`config.mk`:
```
export PLATFORM = sky130hd
export DESIGN_NAME = pru_seq
export DESIGN_NICKNAME = d
export VERILOG_FILES = /design/src/rtl/pru_pkg.sv /design/src/rtl/pru_seq.sv
export SDC_FILE = /design/constraint.sdc
export NUM_CORES = 1
export LEC_CHECK = 0
export ABC_AREA = 1
export CAP_MARGIN = 10
export CORE_MARGIN = 8
export CORE_UTILIZATION = 45
export DETAILED_ROUTE_END_ITERATION = 16
export DONT_BUFFER_PORTS = 1
export MAX_ROUTING_LAYER = met4
export SYNTH_ARGS = -nofsm -noshare
export SYNTH_HDL_FRONTEND = slang
export SYNTH_SLANG_ARGS = --single-unit
```
`constraint.sdc`:
```
create_clock -name clk -period 3.45 [get_ports clk]
set_input_delay 0.69 -clock clk [delete_from_list [all_inputs] [get_ports clk]]
set_output_delay 0.69 -clock clk [all_outputs]
set_load 0.01 [all_outputs]
```
`src/rtl/pru_pkg.sv`:
```
// Package for the pixel replicating upscaler: register indexes, field codes,
// limits and the command struct passed from the sequencer to the top level.
// No dependencies.
package pru_pkg;

  // Configuration register indexes.
  localparam logic [1:0] REG_SCALE = 2'd0;
  localparam logic [1:0] REG_WIDTH = 2'd1;
  localparam logic [1:0] REG_COUNT = 2'd2;

  // Meaning of the input tuser bit.
  localparam logic ACT_PIXEL = 1'b0;
  localparam logic ACT_TICK  = 1'b1;

  // Largest legal enlargement factor; anything above is treated as zero.
  localparam logic [6:0] SCALE_MAX = 7'd100;

  localparam int SCALE_W = 7;
  localparam int WIDTH_W = 11;
  localparam int COUNT_W = 16;
  localparam int CFG_W   = 16;
  localparam int PIX_W   = 24;

  // Per-beat command from the sequencer.
  typedef struct packed {
    logic       store_we;
    logic       store_re;
    logic       res_v;
    logic       row_end;
    logic [1:0] pad;
    logic       frame_end;
    logic       rejected;
  } pru_cmd_t;

endpackage

```
`src/rtl/pru_seq.sv`:
```
// Replay sequencer of the pixel replicating upscaler: configuration registers,
// column and copy counters, and the per-beat store and result command.
// Depends on pru_pkg.
module pru_seq #(
  parameter int MAX_WIDTH = 1024
) (
  input  logic                       clk,
  input  logic                       rst_n,
  input  logic                       cfg_we,
  input  logic [1:0]                 cfg_index,
  input  logic [pru_pkg::CFG_W-1:0]  cfg_wdata,
  input  logic                       fire,
  input  logic                       action,
  output pru_pkg::pru_cmd_t          cmd,
  output logic [((MAX_WIDTH > 1) ? $clog2(MAX_WIDTH) : 1)-1:0] store_addr
);

  localparam int ADDR_W = (MAX_WIDTH > 1) ? $clog2(MAX_WIDTH) : 1;
  localparam int CW     = (ADDR_W + 1 > pru_pkg::WIDTH_W) ? ADDR_W + 1 : pru_pkg::WIDTH_W;

  logic [pru_pkg::SCALE_W-1:0] scale_r;
  logic [pru_pkg::WIDTH_W-1:0] width_r;
  logic [pru_pkg::COUNT_W-1:0] count_r;

  logic [ADDR_W-1:0]           wcol_r, wcol_nxt;
  logic [ADDR_W-1:0]           rcol_r, rcol_nxt;
  logic [pru_pkg::SCALE_W-1:0] acopy_r, acopy_nxt;
  logic [pru_pkg::SCALE_W-1:0] dcopy_r, dcopy_nxt;
  logic [pru_pkg::COUNT_W-1:0] rows_r, rows_nxt;
  logic                        replay_r, replay_nxt;

  logic [CW-1:0]               width_raw, width_eff, wc_p1, rc_p1;
  logic [pru_pkg::SCALE_W-1:0] scale_eff, s_eff;
  logic [pru_pkg::COUNT_W-1:0] count_eff;
  logic [pru_pkg::COUNT_W:0]   rows_p1;
  logic [3:0]                  pad_prod;
  logic                        last_copy, last_col, last_down, frame_wrap;

  always_ff @(posedge clk) begin
    if (!rst_n) begin
      scale_r <= pru_pkg::SCALE_W'(1);
      width_r <= pru_pkg::WIDTH_W'(1);
      count_r <= pru_pkg::COUNT_W'(1);
    end else if (cfg_we) begin
      unique case (cfg_index)
        pru_pkg::REG_SCALE: scale_r <= cfg_wdata[pru_pkg::SCALE_W-1:0];
        pru_pkg::REG_WIDTH: width_r <= cfg_wdata[pru_pkg::WIDTH_W-1:0];
        pru_pkg::REG_COUNT: count_r <= cfg_wdata[pru_pkg::COUNT_W-1:0];
        default: ;
      endcase
    end
  end

  always_comb begin
    width_raw = CW'(width_r);
    if (width_raw == '0) begin
      width_eff = CW'(1);
    end else if (width_raw > CW'(MAX_WIDTH)) begin
      width_eff = CW'(MAX_WIDTH);
    end else begin
      width_eff = width_raw;
    end
    scale_eff = (scale_r > pru_pkg::SCALE_MAX) ? '0 : scale_r;
    // A zero factor arriving mid-replay acts as a factor of one, so no further copies are made.
    s_eff     = (scale_eff == '0) ? pru_pkg::SCALE_W'(1) : scale_eff;
    count_eff = (count_r == '0) ? pru_pkg::COUNT_W'(1) : count_r;
    wc_p1     = CW'(wcol_r) + CW'(1);
    rc_p1     = CW'(rcol_r) + CW'(1);
    rows_p1   = {1'b0, rows_r} + 17'd1;
    // Row bytes are 3*w*s; the pad to four bytes reduces to (w*s) mod 4.
    pad_prod  = {2'b00, width_eff[1:0]} * {2'b00, s_eff[1:0]};
    last_copy = ({1'b0, acopy_r} + 8'd1) >= {1'b0, s_eff};
    last_down = ({1'b0, dcopy_r} + 8'd1) >= {1'b0, s_eff};
    last_col  = rc_p1 >= width_eff;
    frame_wrap = rows_p1 >= {1'b0, count_eff};
  end

  always_comb begin
    wcol_nxt   = wcol_r;
    rcol_nxt   = rcol_r;
    acopy_nxt  = acopy_r;
    dcopy_nxt  = dcopy_r;
    rows_nxt   = rows_r;
    replay_nxt = replay_r;
    cmd        = '0;
    store_addr = (action == pru_pkg::ACT_PIXEL) ? wcol_r : rcol_r;
    if (fire) begin
      if (action == pru_pkg::ACT_PIXEL) begin
        if (replay_r) begin
          cmd.res_v    = 1'b1;
          cmd.rejected = 1'b1;
        end else begin
          cmd.store_we = 1'b1;
          if (wc_p1 >= width_eff) begin
            wcol_nxt  = '0;
            rcol_nxt  = '0;
            acopy_nxt = '0;
            dcopy_nxt = '0;
            if (scale_eff == '0) begin
              rows_nxt = frame_wrap ? '0 : rows_p1[pru_pkg::COUNT_W-1:0];
            end else begin
              replay_nxt = 1'b1;
            end
          end else begin
            wcol_nxt = wc_p1[ADDR_W-1:0];
          end
        end
      end else if (replay_r) begin
        cmd.res_v    = 1'b1;
        cmd.store_re = 1'b1;
        if (!last_copy) begin
          acopy_nxt = acopy_r + pru_pkg::SCALE_W'(1);
        end else begin
          acopy_nxt = '0;
          if (!last_col) begin
            rcol_nxt = rc_p1[ADDR_W-1:0];
          end else begin
            rcol_nxt    = '0;
            cmd.row_end = 1'b1;
            cmd.pad     = pad_prod[1:0];
            if (!last_down) begin
              dcopy_nxt = dcopy_r + pru_pkg::SCALE_W'(1);
            end else begin
              dcopy_nxt     = '0;
              replay_nxt    = 1'b0;
              cmd.frame_end = frame_wrap;
              rows_nxt      = frame_wrap ? '0 : rows_p1[pru_pkg::COUNT_W-1:0];
            end
          end
        end
      end
    end
  end

  always_ff @(posedge clk) begin
    if (!rst_n) begin
      wcol_r   <= '0;
      rcol_r   <= '0;
      acopy_r  <= '0;
      dcopy_r  <= '0;
      rows_r   <= '0;
      replay_r <= 1'b0;
    end else begin
      wcol_r   <= wcol_nxt;
      rcol_r   <= rcol_nxt;
      acopy_r  <= acopy_nxt;
      dcopy_r  <= dcopy_nxt;
      rows_r   <= rows_nxt;
      replay_r <= replay_nxt;
    end
  end

  a_no_rw_same_beat: assert property (@(posedge clk) disable iff (!rst_n)
    !(cmd.store_we && cmd.store_re))
    else $error("line store written and read on the same beat");

  a_result_needs_fire: assert property (@(posedge clk) disable iff (!rst_n)
    cmd.res_v |-> fire)
    else $error("result raised without an accepted beat");

  a_write_ends_replay_off: assert property (@(posedge clk) disable iff (!rst_n)
    cmd.store_we |-> !replay_r)
    else $error("line store written during replay");

endmodule

```
After elaboration in Yosys (flattened, before gate mapping)
Cells that the tools add are included.
{"block": "classes", "multipliers": 1, "n_mux": 52, "n_lt_le_gt_ge": 7, "n_bitwise": 2, "eq_ne": 7, "add_sub_neg": 7, "n_reduce_logical": 14}
{"op": "$mux W16", "n": 10}
{"op": "$mux W7", "n": 12}
{"op": "$mux W10", "n": 8}
{"op": "$add A10 B1 Y11 const B", "n": 2}
{"op": "$ge A11 B11 Y1", "n": 2}
{"op": "$mux W11", "n": 2}
{"op": "$add A16 B1 Y17 const B", "n": 1}
{"op": "$ge A17 B16 Y1", "n": 1}
{"op": "$add A7 B1 Y8 const B", "n": 2}
{"op": "$ge A8 B7 Y1", "n": 2}
{"op": "$logic_not A16 Y1", "n": 1}
{"op": "$mux W1", "n": 15}
{"op": "$add A7 B1 Y7 const B", "n": 2}
{"op": "$mux W4", "n": 3}
{"op": "$gt A11 B11 Y1 const B", "n": 1}
{"op": "$logic_not A11 Y1", "n": 1}
{"op": "$mux W8", "n": 1}
{"op": "$ne A2 B1 Y1 const B", "n": 4}
{"op": "$reduce_and A8 Y1", "n": 1}
{"op": "$gt A7 B7 Y1 const B", "n": 1}
{"op": "$logic_not A7 Y1", "n": 1}
{"op": "$mux W6", "n": 1}
{"op": "$reduce_and A2 Y1", "n": 3}
{"op": "$reduce_and A6 Y1", "n": 1}
{"op": "10 further kinds", "n": 12}
{"block": "word_totals", "out_inout_bits": 18, "input_bits": 23, "regBits": 85}

Longest topological paths before layout
{"block": "logic_depth", "ltp_word": 11, "ltp_mapped": 23, "mapped_depth_nobuf": 22}

Worst setup path after synthesis
OpenSTA, ideal clock, no wires.
{"block": "synth_timing", "kind": "flip-flop to output port", "start": "reg rcol_r[0]", "end": "out cmd[2] (netlist name)", "stages_incl_launch_ff": 18, "path_slack_ps": 190, "path_buffers": 0, "required_time_ps": 2760, "t_arrival_ps": 2570, "path_cell_list": "dfxtp_1 -> inv_1 -> nor3_1 -> nand2_1 -> nor2_1 -> xor2_1 -> inv_1 -> ha_1 -> nand2_1 -> nor2_1 -> nand2_1 -> a21oi_1 -> nor2_2 -> nand2_8 -> nand2_4 -> nor2_1 -> nand2_1 -> nor2_1"}
{"element": "start, declared", "line_no": "pru_seq.sv:26", "rtl": "logic [ADDR_W-1:0] rcol_r, rcol_nxt;"}
{"element": "start signal, assigned", "line_no": "pru_seq.sv:145", "rtl": "rcol_r <= rcol_nxt;"}
{"element": "end, declared", "line_no": "pru_seq.sv:14", "rtl": "output pru_pkg::pru_cmd_t cmd,"}

==> impl_results.md <==
* Post-DP HPWL at 12020 um
* WP data required at 2760 ps
* Setup WS post-layout at -89.56 ps
* Cts hold-fix bufs at 0
* Failing checks: negative setup slack
* Vias per cell at 5.178
* Syn-to-layout area delta at 16.36%
* Worst Path Arrival at 2850 ps
* Min Tclk post-route at 3540 ps
* First DRT Iteration DRCs at 315
* Post-Syn Nets at 1018
* Relative slew slack at 51.02%
* CP Launch Type: flop
* Post-synth EDFFs at 0
* CP max stage cell: dfxtp_4
* Critical Path, Cell by Cell: ha_4, nand3_2, nor2_1, nand2_1, xor2_1, inv_1, ha_4, nand2_1, nor2_2, nand4_1, nand2_1, inv_1, nand2_8, nand2_8, nor2_4, buf_6, inv_2, nor2_1, buf_4
* Power share of the sequential group at ~33%
* R2r worst-path depth at 20
* FFs w/ async S/R, synth at 0%
* TNS Setup at -276.7 ps
* CTS Root Buffer Type: clkbuf_16
* TritonCTS Buffers at 9
* Commonest non-fill, non-tap cell in the layout: nand2_1
* Max stage delay on crit path at 380 ps
* Post-synthesis sequential area ratio at 26.87%
* Clk_skew at 9.450 ps
* Fin nets at 1035
* Hold Vio Cnt, Final at 0
* DRC at 0
* Int Power at ~2.1 mW
* Global-route wire length before repair at 27170 um
* Fin crit share at 102.6%
* Die Span Y at 134.6 um
* Ant diodes at 0
* Hold EP: scale_r[0]
* Final WL at 16670 um
* Combinational share of power at 39.2%
* Clock power share at 27.7%
* Hold path cells at 1
* VDD IR max at 0.3190 mV
* RePlAce Congestion at between 0.8 and 0.9
* CP endpoint kind: output port
* Setup-failing EPs final at 4
* Largest net degree at the start of global routing at 67
* Yosys reg bits at 85
* # Max-Cap Violations at 0
* Cell mode on critical path: nand2_1
* Die area at 0.01812 mm2
* Hold WS at 454.7 ps
* Synthesized area at 0.006332 mm2
* Clock sink count at 85
* Syn_area_per_cell at about 6.8 um2
* Fmax at 282.5 MHz
* Initial antenna violation count at 0
* Via count at ~5900
* Hold Crit Class: in -> reg
* Tot GR Track Use at 18.85%
* Core area at roughly 0.014 mm2
* I/O Buffers at 0
* Commonest non-fill, non-tap cells in the layout: nand2_1 (172), inv_1 (124), nor2_1 (80), dfxtp_1 (69), a21oi_1 (65)
* GRT overflow at 0
* IO Count at 41
* First-pass DRT Iterations at 7
* R2r setup slk at 320 ps
* TritonCTS clock tree: built
* Worst reg2reg endpoint: rows_r[1]
* Yosys warns at 0
* Worst-case clock buffer depth at 2
* Pwr dens at roughly 470 mW/mm2
* Slew @ Worst Pin at 733.8 ps
* Hold_sp: rst_n
* Vias in the first global route at 5591
* Row cnt at 43
* Synth unique cells at 43
* Main synth FF type: dfxtp_1
* Max Slew Vio Count at 0
* Sw frac at 38.90%
* Sw power at 1.349 mW
* Setup Crit Path Kind: reg -> out
* CTS clk-pin slew, worst paths at 70 ps
* Wire length per cell at 14.62 um
* DRT antenna net count at 0
* Layout cell share with drive strength beyond 1 at around a fifth
* Status: finished with violations
* Cell count after synthesis at 938
* RSZ-0062 raised after global routing: true
* Htree depth at 3
* CP max FO at 3
* Starting Density at 45.80%
* Latest clock arrival within the worst-skew pair at between 300 and 400 ps
* Lkg Pwr at 3.382 nW
* Launching point of the worst reg2reg path: wcol_r[1]
* Chip width at 134.6 um
## logic make-up after synthesis
| logic type | after synthesis | synth area share, % |
|---|---|---|
| AOI/OAI and AO/OA | 145 | 12.03 |
| and+or+nand+nor | 432 | 32.86 |
| adders and majority gates | 57 | 11.26 |
| DFF | 85 | 26.87 |
| buffers and inverters | 182 | 11.86 |
| xor gates and xnor gates | 37 | 5.118 |
## per-stage QoR
stage               instance area [um2]  setup WS [ps]  std cells  util (%)  total power [mW]
global placement                   6520          117.1       1107     47.15             2.264
detailed placement                 6520          82.78       1107     47.15             2.262
global route                       7368         -257.4       1140     53.29             3.702
CTS                                6998         -73.97       1132     50.61             3.342
floorplan                          6332          190.3        938         -             2.042
finish                             7368         -89.56       1140     53.29             3.468
## power by group through the flow
stage	Combinational [mW]	Sequential, mW	Clock [mW]
after floorplan	0.910	1.13	0
after global placement	1.11	1.15	0
after detailed placement	1.11	1.15	0
after CTS	1.22	1.14	0.991
after global routing	1.52	1.16	1.03
final	1.36	1.15	0.961
## critical path: cells and delay by family, from the launching register on
family	cells	cell delay, ps
xor+xnor	1	220
flops	1	380
buf+inv	5	470
fa+ha+maj	2	420
simple gates	11	990
## sequential cells by signal, indices dropped and copies added (netlist names)
name      flops
dcopy_r       7
count_r      16
acopy_r       7
width_r      11
replay_r      1
wcol_r       10
scale_r       7
rcol_r       10
rows_r       16
## metal layers
metal | vias up | track usage, % | part of all wire [%]
li1 | 3065 | - | -
met1 | 2699 | 23.08 | 46
met2 | 118 | 30.63 | 48
met3 | 21 | 3.492 | 4.3
met4 | 0 | 6.238 | 2.2
met5 | - | - | 0
## worst max path at each step
stage,from,end
after floorplan,rcol_r[0],cmd[2]
after global placement,rcol_r[0],cmd[3]
after detailed placement,rcol_r[0],cmd[3]
after CTS,rcol_r[1],cmd[2]
after global routing,rcol_r[1],cmd[3]
final,rcol_r[1],cmd[3]
## cells in the mapped netlist (2+ instances only)
cell type    n  area, um2
nand3_1     35      175.2
nand2_1    189      709.4
nand2_2     17      106.4
nor2_1      91      341.6
nand2_8      5      100.1
buf_6        3      33.78
nand4_2      2      25.02
nand3_4      3      52.55
dfxtp_1     85       1702
o211ai_1     2      15.01
nand4_1     34      212.7
nor2_2      14      87.58
a21oi_1     67      335.3
o21ai_1     12      60.06
clkbuf_1    15      56.30
ha_1        57      713.2
inv_2       21      78.83
inv_1      131      491.7
a21o_1       2      15.01
xnor2_1      3      26.28
a211oi_1     4      30.03
nand3b_1     5      37.54
xor2_1      34      297.8
nor3_1      25      125.1
buf_2        7      35.03
o21ai_0     54      270.3
nor4_1       5      31.28
## final cells by class
type	instances	area [um2]
Clock buffer	11	242.7
Clock inverter	5	45.04
Fill cell	1398	6459
Inverter	152	573.1
Multi-Input combinational cell	672	4275
Sequential cell	85	1729
Tap cell	180	225.2
Timing Repair Buffer	35	277.8
## timing repair
item	in CTS	in global routing
cloned	0	1
pin swaps	22	30
buffers inserted	9	7
setup endpoints to repair	4	35
resized for setup	36	73
(Power assumes the default switching activity.)
